$ cat src/hdl/amd_pkg.sv
// shared types, widths and constants of the accelerometer motion debouncer
package amd_pkg;

  // field widths
  localparam int unsigned RawW    = 16;
  localparam int unsigned ScaledW = 20;
  localparam int unsigned DiffW   = ScaledW + 1;
  localparam int unsigned RangeW  = 2;
  localparam int unsigned ThreshW = 19;
  localparam int unsigned ByteW   = 8;
  localparam int unsigned CountW  = 9;
  localparam int unsigned AddrW   = 4;
  localparam int unsigned DataW   = 32;

  // register indexes, taken from paddr[3:2]
  localparam logic [1:0] RegRangeSelect   = 2'd0;
  localparam logic [1:0] RegChangeThresh  = 2'd1;
  localparam logic [1:0] RegDebounceThr   = 2'd2;
  localparam logic [1:0] RegCountHeadroom = 2'd3;

  // register reset values
  localparam logic [RangeW-1:0]  RangeReset    = 2'd0;
  localparam logic [ThreshW-1:0] ChangeReset   = 19'd167;
  localparam logic [ByteW-1:0]   DebounceReset = 8'd30;
  localparam logic [ByteW-1:0]   HeadroomReset = 8'd70;

  // debounce settings handed to the counter
  typedef struct packed {
    logic [ByteW-1:0] debounce_thresh;
    logic [ByteW-1:0] count_headroom;
  } cnt_cfg_t;

  // counter outcome for one item
  typedef struct packed {
    logic              active;
    logic [CountW-1:0] count;
  } cnt_res_t;

endpackage

$ cat src/hdl/accel_motion_debouncer_core.sv
// top level of the accelerometer motion debouncer: registers, stream stages and state
//
// channel   direction  handshake                   payload
// s_axis    in         s_axis_tvalid/tready        tdata[47:0]  x, y, z samples
// m_axis    out        m_axis_tvalid/tready        tdata[15:0]  on, motion, confidence
// apb       in         psel/penable/pwrite/pready  4 registers at 0x0..0xc
//
// an item passes input register -> result register; one item per cycle while the
// result side is not stalled; the rate is set by the single state update of the
// count and last samples per item
// reset clears stored samples, count, registers to their defaults, both stages empty
// a stalled result holds while the input register still takes one more item
module accel_motion_debouncer_core (
  input  logic                         clk_i,
  input  logic                         rst_ni,
  // input samples
  input  logic                         s_axis_tvalid,
  output logic                         s_axis_tready,
  // [15:0] accel_x, [31:16] accel_y, [47:32] accel_z
  input  logic [47:0]                  s_axis_tdata,
  // results
  output logic                         m_axis_tvalid,
  input  logic                         m_axis_tready,
  // [0] sensor_on, [1] motion_seen, [10:2] confidence, [15:11] zero
  output logic [15:0]                  m_axis_tdata,
  // configuration
  input  logic                         psel,
  input  logic                         penable,
  input  logic                         pwrite,
  input  logic [amd_pkg::AddrW-1:0]    paddr,
  input  logic [amd_pkg::DataW-1:0]    pwdata,
  output logic [amd_pkg::DataW-1:0]    prdata,
  output logic                         pready
);
  import amd_pkg::*;

  logic [RangeW-1:0]  range_q;
  logic [ThreshW-1:0] change_q;
  cnt_cfg_t           cnt_cfg_q;
  logic               cfg_we;

  logic               in_valid_q, in_valid_d;
  logic [47:0]        in_data_q;
  logic               out_valid_q, out_valid_d;
  logic [15:0]        out_data_q;
  logic               s_accept, m_accept, advance;

  logic signed [ScaledW-1:0] last_x_q, last_y_q, last_z_q;
  logic signed [ScaledW-1:0] sx, sy, sz;
  logic               mx, my, mz, motion;
  cnt_res_t           cnt_res;

  // register port
  assign pready = 1'b1;
  assign cfg_we = psel && penable && pwrite;

  always_ff @(posedge clk_i or negedge rst_ni) begin
    if (!rst_ni) begin
      range_q                   <= RangeReset;
      change_q                  <= ChangeReset;
      cnt_cfg_q.debounce_thresh <= DebounceReset;
      cnt_cfg_q.count_headroom  <= HeadroomReset;
    end else if (cfg_we) begin
      unique case (paddr[3:2])
        RegRangeSelect:   range_q                   <= pwdata[RangeW-1:0];
        RegChangeThresh:  change_q                  <= pwdata[ThreshW-1:0];
        RegDebounceThr:   cnt_cfg_q.debounce_thresh <= pwdata[ByteW-1:0];
        RegCountHeadroom: cnt_cfg_q.count_headroom  <= pwdata[ByteW-1:0];
        default: ;
      endcase
    end
  end

  // register read back
  always_comb begin
    unique case (paddr[3:2])
      RegRangeSelect:   prdata = DataW'(range_q);
      RegChangeThresh:  prdata = DataW'(change_q);
      RegDebounceThr:   prdata = DataW'(cnt_cfg_q.debounce_thresh);
      RegCountHeadroom: prdata = DataW'(cnt_cfg_q.count_headroom);
      default:          prdata = '0;
    endcase
  end

  // stage handshake
  assign advance       = in_valid_q && (!out_valid_q || m_axis_tready);
  assign s_axis_tready = !in_valid_q || advance;
  assign s_accept      = s_axis_tvalid && s_axis_tready;
  assign m_accept      = m_axis_tvalid && m_axis_tready;
  assign m_axis_tvalid = out_valid_q;
  assign m_axis_tdata  = out_data_q;

  always_comb begin
    in_valid_d = in_valid_q;
    if (s_accept)     in_valid_d = 1'b1;
    else if (advance) in_valid_d = 1'b0;
    out_valid_d = out_valid_q;
    if (advance)       out_valid_d = 1'b1;
    else if (m_accept) out_valid_d = 1'b0;
  end

  // per-axis scaling and change detection
  amd_axis u_axis_x (
    .raw_i(in_data_q[15:0]), .last_i(last_x_q), .range_i(range_q),
    .thresh_i(change_q), .scaled_o(sx), .moved_o(mx)
  );
  amd_axis u_axis_y (
    .raw_i(in_data_q[31:16]), .last_i(last_y_q), .range_i(range_q),
    .thresh_i(change_q), .scaled_o(sy), .moved_o(my)
  );
  amd_axis u_axis_z (
    .raw_i(in_data_q[47:32]), .last_i(last_z_q), .range_i(range_q),
    .thresh_i(change_q), .scaled_o(sz), .moved_o(mz)
  );

  assign motion = mx || my || mz;

  // debounce count
  amd_count u_count (
    .clk_i(clk_i), .rst_ni(rst_ni), .update_i(advance),
    .motion_i(motion), .cfg_i(cnt_cfg_q), .res_o(cnt_res)
  );

  // stage valid bits and stored samples
  always_ff @(posedge clk_i or negedge rst_ni) begin
    if (!rst_ni) begin
      in_valid_q  <= 1'b0;
      out_valid_q <= 1'b0;
      last_x_q    <= '0;
      last_y_q    <= '0;
      last_z_q    <= '0;
    end else begin
      in_valid_q  <= in_valid_d;
      out_valid_q <= out_valid_d;
      if (advance) begin
        last_x_q <= sx;
        last_y_q <= sy;
        last_z_q <= sz;
      end
    end
  end

  // payload registers
  always_ff @(posedge clk_i) begin
    if (s_accept) in_data_q <= s_axis_tdata;
    if (advance)  out_data_q <= {5'd0, cnt_res.count, motion, cnt_res.active};
  end

  // a result appears only from a held item
  a_result_src: assert property (@(posedge clk_i) disable iff (!rst_ni)
    $rose(out_valid_q) |-> $past(in_valid_q))
    else $error("result without an input item");

endmodule

$ cat src/hdl/amd_axis.sv
// per-axis range scaling and change detection against the stored sample
module amd_axis (
  input  logic signed [amd_pkg::RawW-1:0]    raw_i,
  input  logic signed [amd_pkg::ScaledW-1:0] last_i,
  input  logic        [amd_pkg::RangeW-1:0]  range_i,
  input  logic        [amd_pkg::ThreshW-1:0] thresh_i,
  output logic signed [amd_pkg::ScaledW-1:0] scaled_o,
  output logic                               moved_o
);
  import amd_pkg::*;

  logic signed [ScaledW-1:0] ext;
  logic signed [DiffW-1:0]   diff;
  logic        [DiffW-1:0]   mag;

  // sign extend and scale by 2^range into 1/16384 g
  assign ext      = ScaledW'(raw_i);
  assign scaled_o = ext <<< range_i;

  // absolute change, compared unsigned with the threshold
  assign diff    = DiffW'(scaled_o) - DiffW'(last_i);
  assign mag     = diff[DiffW-1] ? DiffW'(-diff) : DiffW'(diff);
  assign moved_o = (mag >= DiffW'(thresh_i));

endmodule

$ cat src/hdl/amd_count.sv
// saturating up/down debounce count and mode decision
module amd_count (
  input  logic                          clk_i,
  input  logic                          rst_ni,
  input  logic                          update_i,
  input  logic                          motion_i,
  input  amd_pkg::cnt_cfg_t             cfg_i,
  output amd_pkg::cnt_res_t             res_o
);
  import amd_pkg::*;

  logic [CountW-1:0] cnt_q, cnt_d;
  logic [CountW-1:0] ceiling;

  assign ceiling = CountW'(cfg_i.debounce_thresh) + CountW'(cfg_i.count_headroom);

  // next count: up to the ceiling on motion, down to zero otherwise
  always_comb begin
    cnt_d = cnt_q;
    if (motion_i) begin
      if (cnt_q < ceiling) cnt_d = cnt_q + 1'b1;
    end else if (cnt_q != '0) begin
      cnt_d = cnt_q - 1'b1;
    end
  end

  // mode uses the count from before the update
  assign res_o.active = (cnt_q >= CountW'(cfg_i.debounce_thresh));
  assign res_o.count  = cnt_d;

  // count register
  always_ff @(posedge clk_i or negedge rst_ni) begin
    if (!rst_ni) begin
      cnt_q <= '0;
    end else if (update_i) begin
      cnt_q <= cnt_d;
    end
  end

  // count moves by at most one per item
  a_step_one: assert property (@(posedge clk_i) disable iff (!rst_ni)
    update_i |=> (cnt_q == $past(cnt_q)) || (cnt_q == $past(cnt_q) + 1'b1) ||
                 (cnt_q == $past(cnt_q) - 1'b1))
    else $error("debounce count jumped by more than one");

  // count holds between items
  a_hold: assert property (@(posedge clk_i) disable iff (!rst_ni)
    !update_i |=> $stable(cnt_q))
    else $error("debounce count changed without an item");

  // motion never lowers the count
  a_motion_up: assert property (@(posedge clk_i) disable iff (!rst_ni)
    (update_i && motion_i) |=> (cnt_q >= $past(cnt_q)))
    else $error("debounce count fell on motion");

endmodule

$ cat config.mk
export PLATFORM = sky130hd
export DESIGN_NAME = accel_motion_debouncer_core
export DESIGN_NICKNAME = d
export VERILOG_FILES = /design/src/hdl/amd_pkg.sv /design/src/hdl/accel_motion_debouncer_core.sv /design/src/hdl/amd_axis.sv /design/src/hdl/amd_count.sv
export SDC_FILE = /design/constraint.sdc
export NUM_CORES = 1
export LEC_CHECK = 0
export ABC_AREA = 0
export BUFFER_PORTS_ARGS = -buffer_cell sky130_fd_sc_hd__buf_2
export CAP_MARGIN = 20
export CORE_MARGIN = 2
export CORE_UTILIZATION = 50
export DETAILED_ROUTE_END_ITERATION = 8
export PLACE_DENSITY = 0.69
export SLEW_MARGIN = 20
export SYNTH_ARGS = -nofsm -noshare
export SYNTH_HDL_FRONTEND = slang
export SYNTH_SLANG_ARGS = --single-unit
export TNS_END_PERCENT = 50
$ cat constraint.sdc
create_clock -name clk_i -period 12.5 [get_ports clk_i]
set_input_delay 2.5 -clock clk_i [delete_from_list [all_inputs] [get_ports clk_i]]
set_output_delay 2.5 -clock clk_i [all_outputs]
set_load 0.01 [all_outputs]
==> results.yml, run 1 <==
clock_tree:
  cts_tree: "built"
  cts_hold_buf: 0
  cts_setup_buffers: 0
  clkSlewWorstSetupHoldPaths_ns: 0.07
  postCtsResizedCells: 0
  clk_latency_ns: 0.45
  cts_sinks: 164
  numCtsBuffers: 17
  clock_path_buffers: 2
  h-tree-depth: 4
  cts-root-buf: "clkbuf_16"
drt:
  vias_per_cell: 5.69
  dr.pass1.iters: 5
  totalWireLength_um: 33000
  drtIter0Drc: 841
  drc_errors: 0
  routed-via-count: 11500
  detail-route-antenna-nets: 0
  wl_per_cell_um: 16.3
synthesis:
  synth_top_cell_area_share_pct: 16.5
  synth_seq_cells: 164
  synth-main-ff-cell: "dfrtp_1"
  yosys-top-cells-area: "dfrtp_1 16%, ha_1 13%, edfxtp_1 13%"
  synth_cells: 1566
  yosysUniqueCellTypes: 90
  synthArstFlopShare_pct: 64.0
  syn_avg_cell_area_um2: 9.01
  yosysSeqAreaShare_pct: 31.3
  synth_area_um2: 14100
  yosysTopAreaCell: "dfrtp_1"
  yosysWarnings: 0
  synth-edff-count: 59
global_routing:
  grt_usage_pct: 22.8
  first_global_vias: 10600
  grt-busiest-layer: "met2"
  antenna_found_initial: 0
  met1_usage_pct: 30.1
  grtUsageMet3_pct: 2.95
  grt_max_degree: 106
  met2_usage_pct: 39.4
  overflow: 0
  grt_pass1_wl_um: 53400
worst_setup_path:
  r2r_end: "m_axis_tdata[3]"
  crit_start: "range_q[0]"
  worstPathMaxFanout: 36
  cp-endpoint: "m_axis_tdata[3]"
  r2r_setup_slack_ns: 3.77
  worstSetupPathType: "flop to flop"
  worst_setup_path_start_kind: "flop"
  crit_path_end_kind: "flop"
  worstPathArrival_ns: 8.97
  worstPathRequired_ns: 12.75
  ff2ff_path_depth: 20
  r2r_start: "range_q[0]"
timing:
  min_period_ns: 8.73
  layout_worst_path_cycle_share_pct: 69.8
  setup_viol: 0
  setup_slack_ns: 3.77
  finClkSkew_ns: 0.0107
  slew_headroom_pct: 17.5
  setup_tns_ns: 0
  clock.fmax_mhz: 115
  hold_violations: 0
  worst_slew_pin_slew_ns: 1.23
  drv_slew: 0
  rsz0062_at_grt: "no"
power_and_ir_drop:
  switchingPower_mw: 1.84
  intPower_mw: 2.10
  swShare_pct: 46.7
  leakagePower_nw: 6.73
  power.density_nw_per_um2: 255
  p_clk_share_pct: 14.0
  power_frac_seq_pct: 19.9
  pwr-share-comb_pct: 66.1
  vdd_drop_max_uv: 124
final_layout:
  syn_to_final_growth_pct: 9.46
  regArea_um2: 4420
  final_util_pct: 55.6
  fin_nets: 1872
  drive_gt1_share_pct: 14.0
  n_antenna_cell: 0
  nFillCells: 2521
  multi_input_area_um2: 8980
  final_area_um2: 15500
floorplanning:
  io_pins: 142
  dieArea_um2: 29600
  fp.dieW_um: 172
  initial_core_util_pct: 50.8
  die_h_um: 172
  row_count: 61
  core_area_um2: 27800
placed_design:
  postPlaceCellArea_um2: 14800
  dpl_worst_slack_ns: 3.95
  hpwl_um: 25600
  place_congestion: 0.910
  io_buffers: 107
worst_hold_path:
  hp-class: "flop to flop"
flow_run:
  drv_cap: 0
status:
  status: "finished, final reports clean"
==> cell families (layout without fill, tap and decap cells) <==
logic type      count (synthesis)  count (layout)  synth area share (%)
fa+ha+maj                     147             147                  13.2
other cells                     2              19                0.0532
xor+xnor                      114             114                  7.07
compound gates                437             437                  19.9
buf+inv                       186             250                  5.57
flops                         164             164                  31.3
mux                            81              81                  7.84
simple gates                  435             435                  15.1
==> Yosys cell counts (15+ instances only) <==
cell      count
edfxtp_1     59
nor2_1       92
nand3_1      28
o21ai_0     153
and2_1       21
dfrtp_1      93
inv_1       105
mux4_2       22
ha_1        143
mux2i_1      42
nor3_1       16
a211oi_1     19
mux2_2       15
nand2b_1     19
a21oi_1      93
nand2_1     152
xor2_1       38
o21a_1       20
buf_4        20
nor2b_1      23
xnor2_1      76
and3_1       18
a21o_1       29
clkbuf_1     50
==> state kept, by name, indices dropped and copies added (netlist names), 2 cells and up <==
| signal | flops |
|---|---|
| last_y_q | 19 |
| m_axis_tdata | 11 |
| last_z_q | 19 |
| last_x_q | 19 |
| u_count.cnt_q | 9 |
| range_q | 2 |
| cnt_cfg_q | 16 |
| in_data_q | 48 |
| change_q | 19 |
==> through the flow <==
step / hold slack, ns / power (mW) / instances
2_1_floorplan: 0.456 / 2.80 / 1583
3_3_place_gp: 0.470 / 3.29 / 1993
3_5_place_dp: 0.485 / 3.36 / 1993
4_1_cts: 0.502 / 3.94 / 2025
5_1_grt: 0.515 / 4.29 / 2025
6_report: 0.501 / 3.93 / 2025
==> layout by cell type (no fill, tap or decap), types with 12 or more instances in the layout <==
cell type / Yosys / layout
nand4_1: 12 / 12
buf_2: 3 / 106
and3_1: 18 / 18
inv_1: 105 / 104
nand2_1: 152 / 152
mux4_2: 22 / 22
xor2_1: 38 / 38
dfstp_2: 12 / 12
clkbuf_16: 0 / 17
a21oi_1: 93 / 93
mux2_2: 15 / 15
dfrtp_1: 93 / 91
o21a_1: 20 / 20
xnor2_1: 76 / 76
conb_1: 2 / 19
nor2_1: 92 / 92
mux2i_1: 42 / 42
nor2b_1: 23 / 22
ha_1: 143 / 143
and2_1: 21 / 20
nor3_1: 16 / 16
nand2b_1: 19 / 19
o211ai_1: 13 / 13
a211oi_1: 19 / 19
a21o_1: 29 / 29
nand3_1: 28 / 28
a31oi_1: 12 / 12
o21ai_0: 153 / 153
edfxtp_1: 59 / 59
==> cell type report <==
class	count	area share [%]
Multi-Input combinational cell	1233	58.2
Clock inverter	14	1.10
Sequential cell	164	28.6
Clock buffer	18	2.78
Inverter	105	2.55
Tap cell	378	3.06
Timing Repair Buffer	113	3.77
==> power groups by stage <==
stage | clock network [mW] | registers, mW | logic [mW]
after CTS | 0.563 | 0.785 | 2.59
after global placement | 0 | 0.791 | 2.50
after detailed placement | 0 | 0.795 | 2.57
after global routing | 0.584 | 0.801 | 2.91
after floorplan | 0 | 0.756 | 2.05
final | 0.551 | 0.785 | 2.60
==> worst max-delay path: stages, from the launching register on <==
cell and delay [ns]:
dfrtp_2 0.80, buf_4 0.57, mux4_2 0.60, ha_1 0.38, a2111o_1 0.49, o21a_1 0.23, a2111oi_0 0.59, o21ai_0 0.28
o21ai_0 0.67, nand2_1 0.14, xor2_1 0.19, ha_1 0.33, a2111oi_0 0.59, o2111ai_1 0.22, o21ai_0 0.31, nand4b_1 0.14
a311oi_1 0.42, o2111ai_2 0.36, nor3_1 0.72, mux2i_1 0.16, a221oi_1 0.32
==> worst min path at each step <==
stage	slack, ns	cells after the start	to	start
floorplan	0.46	2	last_x_q[0]	last_x_q[0]
global placement	0.47	2	last_y_q[0]	last_y_q[0]
detailed placement	0.49	2	last_y_q[0]	last_y_q[0]
CTS	0.50	2	last_y_q[0]	last_y_q[0]
global route	0.51	2	last_z_q[0]	last_z_q[0]
finish	0.50	2	last_y_q[0]	last_y_q[0]
==> layer usage <==
| layer | up-vias | wire, um |
|---|---|---|
| li1 | 5771 | - |
| met1 | 5516 | 15200 |
| met2 | 207 | 16100 |
| met3 | 34 | 1130 |
| met4 | 0 | 551 |
| met5 | - | 0 |
(Power assumes the default switching activity.)
==> inputs of run 2 (changes only) <==
--- a/config.mk
+++ b/config.mk
@@ -5,13 +5,13 @@
 export SDC_FILE = /design/constraint.sdc
 export NUM_CORES = 1
 export LEC_CHECK = 0
-export ABC_AREA = 0
+export ABC_AREA = 1
 export BUFFER_PORTS_ARGS = -buffer_cell sky130_fd_sc_hd__buf_2
 export CAP_MARGIN = 20
 export CORE_MARGIN = 2
 export CORE_UTILIZATION = 50
 export DETAILED_ROUTE_END_ITERATION = 8
-export PLACE_DENSITY = 0.69
+export PLACE_DENSITY = 0.72
 export SLEW_MARGIN = 20
 export SYNTH_ARGS = -nofsm -noshare
 export SYNTH_HDL_FRONTEND = slang
==> constraint.sdc (replaced) <==
create_clock -name clk_i -period 7.1 [get_ports clk_i]
set_input_delay 1.42 -clock clk_i [delete_from_list [all_inputs] [get_ports clk_i]]
set_output_delay 1.42 -clock clk_i [all_outputs]
set_load 0.01 [all_outputs]
==> run 2 against run 1 <==
Non-clock buffer count is 3 higher; synthesized cell count up 40%; final cell count up 33%; largest cell class unchanged; clock power increased by 74%; total power rose by 94%; first-iteration DRC count increased by 24%; register-to-register slack worse by 3.1 ns; worst setup slack worse by 3.1 ns.
==> results.yml, run 2 <==
floorplanning:
  dieArea_um2: 31500
  initial_core_util_pct: 50.8
  fp.dieW_um: 178
  io_pins: 142
  die_h_um: 178
  row_count: 63
  core_area_um2: 29600
global_routing:
  antenna_found_initial: 0
  first_global_vias: 13000
  grt_usage_pct: 24.5
  overflow: 0
  grt_pass1_wl_um: 62000
  grt_max_degree: 123
timing:
  hold_violations: 0
  layout_worst_path_cycle_share_pct: 90.6
  clock.fmax_mhz: 156
  drv_slew: 0
  worst_slew_pin_slew_ns: 0.942
  rsz0062_at_grt: "no"
  min_period_ns: 6.43
  setup_tns_ns: 0
  setup_viol: 0
  finClkSkew_ns: 0.00983
  slew_headroom_pct: 37.2
worst_setup_path:
  r2r_end: "m_axis_tdata[3]"
  r2r_setup_slack_ns: 0.67
  crit_start: "range_q[0]"
  cp_common_cell: "nand2_1"
  ff2ff_path_depth: 31
  crit_path_max_incr_delay_ns: 0.57
  cp_slowest_cell: "o21ai_0"
  worstSetupPathType: "flop to flop"
  worstPathArrival_ns: 6.63
  cp-endpoint: "m_axis_tdata[3]"
  crit_path_end_kind: "flop"
  r2r_start: "range_q[0]"
  worstPathRequired_ns: 7.31
  worst_setup_path_start_kind: "flop"
  worstPathMaxFanout: 33
synthesis:
  netlist_top_cells_count: "653 x nand2_1, 362 x inv_1, 187 x o21ai_0"
  yosys-top-cells-area: "nand2_1 16%, dfrtp_1 15%, ha_1 12%"
  yosysSeqAreaShare_pct: 29.3
  synth_top_family_by_area: "simple AND/OR/NAND/NOR gates"
  synth_xor_area_share_pct: 4.24
  synth.area.mux_share_pct: 2.86
  synth-simple-area-share_pct: 28.7
  synth_seq_cells: 164
  synthArstFlopShare_pct: 64.0
  synth_compound_gate_area_share_pct: 11.1
  yosysUniqueCellTypes: 49
  syn_avg_cell_area_um2: 6.86
  synth-edff-count: 59
  synth.most_common_cell: "nand2_1"
  yosysWarnings: 0
  yosysTopAreaCell: "nand2_1"
  synth_area_um2: 15100
  synth-main-ff-cell: "dfrtp_1"
  synth_top_cell_area_share_pct: 16.3
  yosys.area_share.adder_pct: 12.4
  synth_cells: 2197
drt:
  vias_per_cell: 5.16
  detail-route-antenna-nets: 0
  met1_length_um: 18700
  routed-via-count: 13900
  totalWireLength_um: 37300
  wl_per_cell_um: 13.9
  drtIter0Drc: 1047
  dr.pass1.iters: 5
  wl_met2_um: 16300
  met3_length_um: 1720
  highest_layer: "met4"
  drc_errors: 0
clock_tree:
  cts_sinks: 164
  cts-root-buf: "clkbuf_16"
  clk_latency_ns: 0.45
  cts_setup_buffers: 0
  h-tree-depth: 4
  cts_tree: "built"
  clkSlewWorstSetupHoldPaths_ns: 0.07
  numCtsBuffers: 17
  cts_hold_buf: 0
  clock_path_buffers: 2
  postCtsResizedCells: 0
final_layout:
  fin_nets: 2523
  layout_common_cells: "652 x nand2_1, 360 x inv_1, 187 x o21ai_0"
  n_antenna_cell: 0
  syn_to_final_growth_pct: 9.65
  final_common_cell: "nand2_1"
  largest_reg_flops: 48
  drive_gt1_share_pct: 9.31
  regMostFlops: "in_data_q"
power_and_ir_drop:
  power.density_nw_per_um2: 461
  leakagePower_nw: 8.79
  vdd_drop_max_uv: 221
  totalPowerFinal_mw: 7.62
status:
  status: "finished, final reports clean"
placed_design:
  place_congestion: 0.900
  io_buffers: 107
  hpwl_um: 28900
worst_hold_path:
  hp-class: "flop to flop"
flow_run:
  drv_cap: 0
[run 2: how the worst min path moves through the flow]
stage                             from           end  slack [ns]  cells past startpoint
final                     last_z_q[18]  last_z_q[18]        0.50                      2
after global placement    last_z_q[18]  last_z_q[18]        0.47                      2
after global routing      last_x_q[18]  last_x_q[18]        0.52                      2
after floorplan           last_x_q[18]  last_x_q[18]        0.45                      2
after CTS                 last_z_q[18]  last_z_q[18]        0.50                      2
after detailed placement  last_z_q[18]  last_z_q[18]        0.48                      2
[run 2: critical path: cells and delay by family (launching register included)]
kind | cells | cell delay, ns
AND/OR/NAND/NOR | 18 | 2.26
AO/OA/AOI/OAI | 7 | 1.73
buffers and inverters | 3 | 0.87
flip-flops | 1 | 0.40
adder cells (fa/ha/maj) | 2 | 0.74
XOR/XNOR | 1 | 0.16
[run 2: power breakdown]
group / switching [mW] / internal [mW]
sequential: 0.121 / 1.23
clock: 0.478 / 0.478
combinational: 3.42 / 1.89
[run 2: layout make-up]
cell class | instances | area (um^2)
fill | 2875 | 13100
multi-input combinational | 1617 | 9010
sequential | 164 | 4420
inverter | 369 | 1390
timing repair buffer | 116 | 629
tap | 390 | 488
clock buffer | 18 | 433
clock inverter | 14 | 155
[run 2: through the flow]
step | std cells | setup slack, ns | area, um^2 | util [%] | hold slack [ns]
4_1_cts | 2688 | 0.788 | 16500 | 55.7 | 0.496
2_1_floorplan | 2214 | 1.92 | 15100 | - | 0.453
3_3_place_gp | 2655 | 0.934 | 15900 | 53.7 | 0.468
5_1_grt | 2688 | 0.175 | 16500 | 55.7 | 0.519
3_5_place_dp | 2656 | 0.826 | 15900 | 53.7 | 0.477
6_report | 2688 | 0.671 | 16500 | 55.7 | 0.498
[run 2: routing by layer]
metal | GRT usage, % | up-vias
met4 | 6.01 | 0
met1 | 34.7 | 6296
met2 | 39.7 | 331
met5 | 0 | -
met3 | 2.93 | 44
li1 | - | 7194
[run 2: logic make-up after synthesis]
kind of cell | count (synthesis)
simple gates | 1025
buf+inv | 433
compound gates | 311
flops | 164
fa+ha+maj | 147
xor+xnor | 72
mux | 43
other cells | 2
==> inputs of run 3 (changes only) <==
--- a/config.mk
+++ b/config.mk
@@ -10,6 +10,7 @@
 export CAP_MARGIN = 20
 export CORE_MARGIN = 2
 export CORE_UTILIZATION = 50
+export CTS_BUF_LIST = sky130_fd_sc_hd__clkbuf_8 sky130_fd_sc_hd__clkbuf_16
 export DETAILED_ROUTE_END_ITERATION = 8
 export PLACE_DENSITY = 0.72
 export SLEW_MARGIN = 20
==> run 3 against run 2 <==
Count of clock-buffer cells in the layout is 1 lower; largest power group unchanged; core utilization hardly changed; routed wire length is 0.18% higher; combinational power hardly changed; worst setup slack better by 0.013 ns; first-iteration DRC count is 5.2% lower; sequential power hardly changed; design area hardly changed; highest routed layer unchanged; sequential cell count stayed put; via count is 0.16% lower; maximum frequency is 0.20% higher; sequential share of layout area hardly changed.
==> results.yml, run 3 (synthesis gave the netlist of run 2 again) <==
floorplanning:
  row_count: 63
  io_pins: 142
  initial_core_util_pct: 50.8
  core_area_um2: 29600
  die_h_um: 178
  dieArea_um2: 31500
  fp.dieW_um: 178
final_layout:
  final_common_cell: "nand2_1"
  syn_to_final_growth_pct: 9.63
  regMostFlops: "in_data_q"
  n_antenna_cell: 0
  fin_nets: 2523
  drive_gt1_share_pct: 9.27
  layout_common_cells: "652 x nand2_1, 361 x inv_1, 187 x o21ai_0"
  largest_reg_flops: 48
  nFillCells: 2877
drt:
  dr.pass1.iters: 5
  detail-route-antenna-nets: 0
  drc_errors: 0
  drtIter0Drc: 993
  vias_per_cell: 5.15
  routed-via-count: 13800
  wl_per_cell_um: 13.9
  totalWireLength_um: 37400
placed_design:
  io_buffers: 107
  place_congestion: 0.900
  hpwl_um: 28900
worst_setup_path:
  worstSetupPathType: "flop to flop"
  r2r_start: "range_q[0]"
  cp_slowest_cell: "o21ai_0"
  worst_setup_path_start_kind: "flop"
  crit_path_end_kind: "flop"
  worstPathMaxFanout: 33
  crit_start: "range_q[0]"
  crit_path_max_incr_delay_ns: 0.57
  worstPathArrival_ns: 6.62
  cp_common_cell: "nand2_1"
  ff2ff_path_depth: 31
  worstPathRequired_ns: 7.31
power_and_ir_drop:
  power.density_nw_per_um2: 461
  power_frac_seq_pct: 17.7
  leakagePower_nw: 8.79
  swShare_pct: 52.8
  pwr-share-comb_pct: 69.8
  p_clk_share_pct: 12.5
  intPower_mw: 3.59
  vdd_drop_max_uv: 222
  switchingPower_mw: 4.02
timing:
  hold_violations: 0
  setup_viol: 0
  drv_slew: 0
  min_period_ns: 6.42
  whs_ns: 0.497
  slew_headroom_pct: 37.2
  layout_worst_path_cycle_share_pct: 90.4
  clock.fmax_mhz: 156
  rsz0062_at_grt: "no"
  worst_slew_pin_slew_ns: 0.943
  setup_tns_ns: 0
  finClkSkew_ns: 0.00984
global_routing:
  antenna_found_initial: 0
  grt_usage_pct: 24.5
  first_global_vias: 13000
  grt_max_degree: 123
  grt_pass1_wl_um: 62000
  overflow: 0
clock_tree:
  cts_hold_buf: 0
  cts_setup_buffers: 0
  postCtsResizedCells: 0
  clk_latency_ns: 0.45
  numCtsBuffers: 17
  h-tree-depth: 4
  cts_sinks: 164
  cts-root-buf: "clkbuf_16"
  cts_tree: "built"
  clkSlewWorstSetupHoldPaths_ns: 0.07
  clock_path_buffers: 2
status:
  status: "finished, final reports clean"
flow_run:
  drv_cap: 0
worst_hold_path:
  min-delay-start: "last_z_q[18]"
  hold-path-cell-count: 2
  hp-class: "flop to flop"
run 3: changes by cell type in the layout (fill, tap and decap cells not counted), sizes merged:
cell	delta
clkbuf	-1
inv	+1
run 3: path summary, 6_finish.rpt:
check,end,slack [ns]
max in group asynchronous,range_q[0],4.77
setup reg to reg,m_axis_tdata[3],0.68
setup / recovery,m_axis_tdata[3],0.68
hold reg to reg,last_z_q[18],0.50
min in group asynchronous,change_q[16],0.95
hold / removal,last_z_q[18],0.50
run 3: power by group through the flow:
stage                     clock [mW]  sequential, mW  combinational (mW)
after floorplan                    0            1.34                4.10
after global placement             0            1.36                5.07
after detailed placement           0            1.37                5.24
after CTS                      0.973            1.35                5.28
after global routing            1.01            1.38                6.14
final                          0.950            1.35                5.32
run 3: layout make-up:
type,count,area (um^2),share of cell area [%]
timing repair buffer,116,629,3.81
tap,390,488,2.95
clock inverter,15,159,0.962
clock buffer,17,425,2.58
multi-input combinational,1617,9010,54.6
sequential,164,4420,26.7
inverter,369,1390,8.40
run 3: worst max-delay path, delay by kind of cell, from the launching register on:
kind,cells,cell delay [ns]
xor+xnor,1,0.16
fa+ha+maj,2,0.74
buf+inv,3,0.87
compound gates,7,1.72
simple gates,18,2.26
flops,1,0.40
run 3: through the flow:
step	util [%]	setup slack, ns	power [mW]	cells	instance area [um^2]
after global placement	53.7	0.934	6.43	2655	15900
final	55.7	0.683	7.62	2688	16500
after floorplan	-	1.92	5.43	2214	15100
after detailed placement	53.7	0.826	6.61	2656	15900
after CTS	55.7	0.788	7.61	2688	16500
after global routing	55.7	0.175	8.53	2688	16500
run 3: layer usage:
metal / vias up / track usage, % / part of all wire [%]
li1: 7199 / - / -
met3: 39 / 2.93 / 4.6
met1: 6260 / 34.7 / 50
met2: 345 / 39.7 / 44
met4: 0 / 6.01 / 1.5
met5: - / 0 / 0
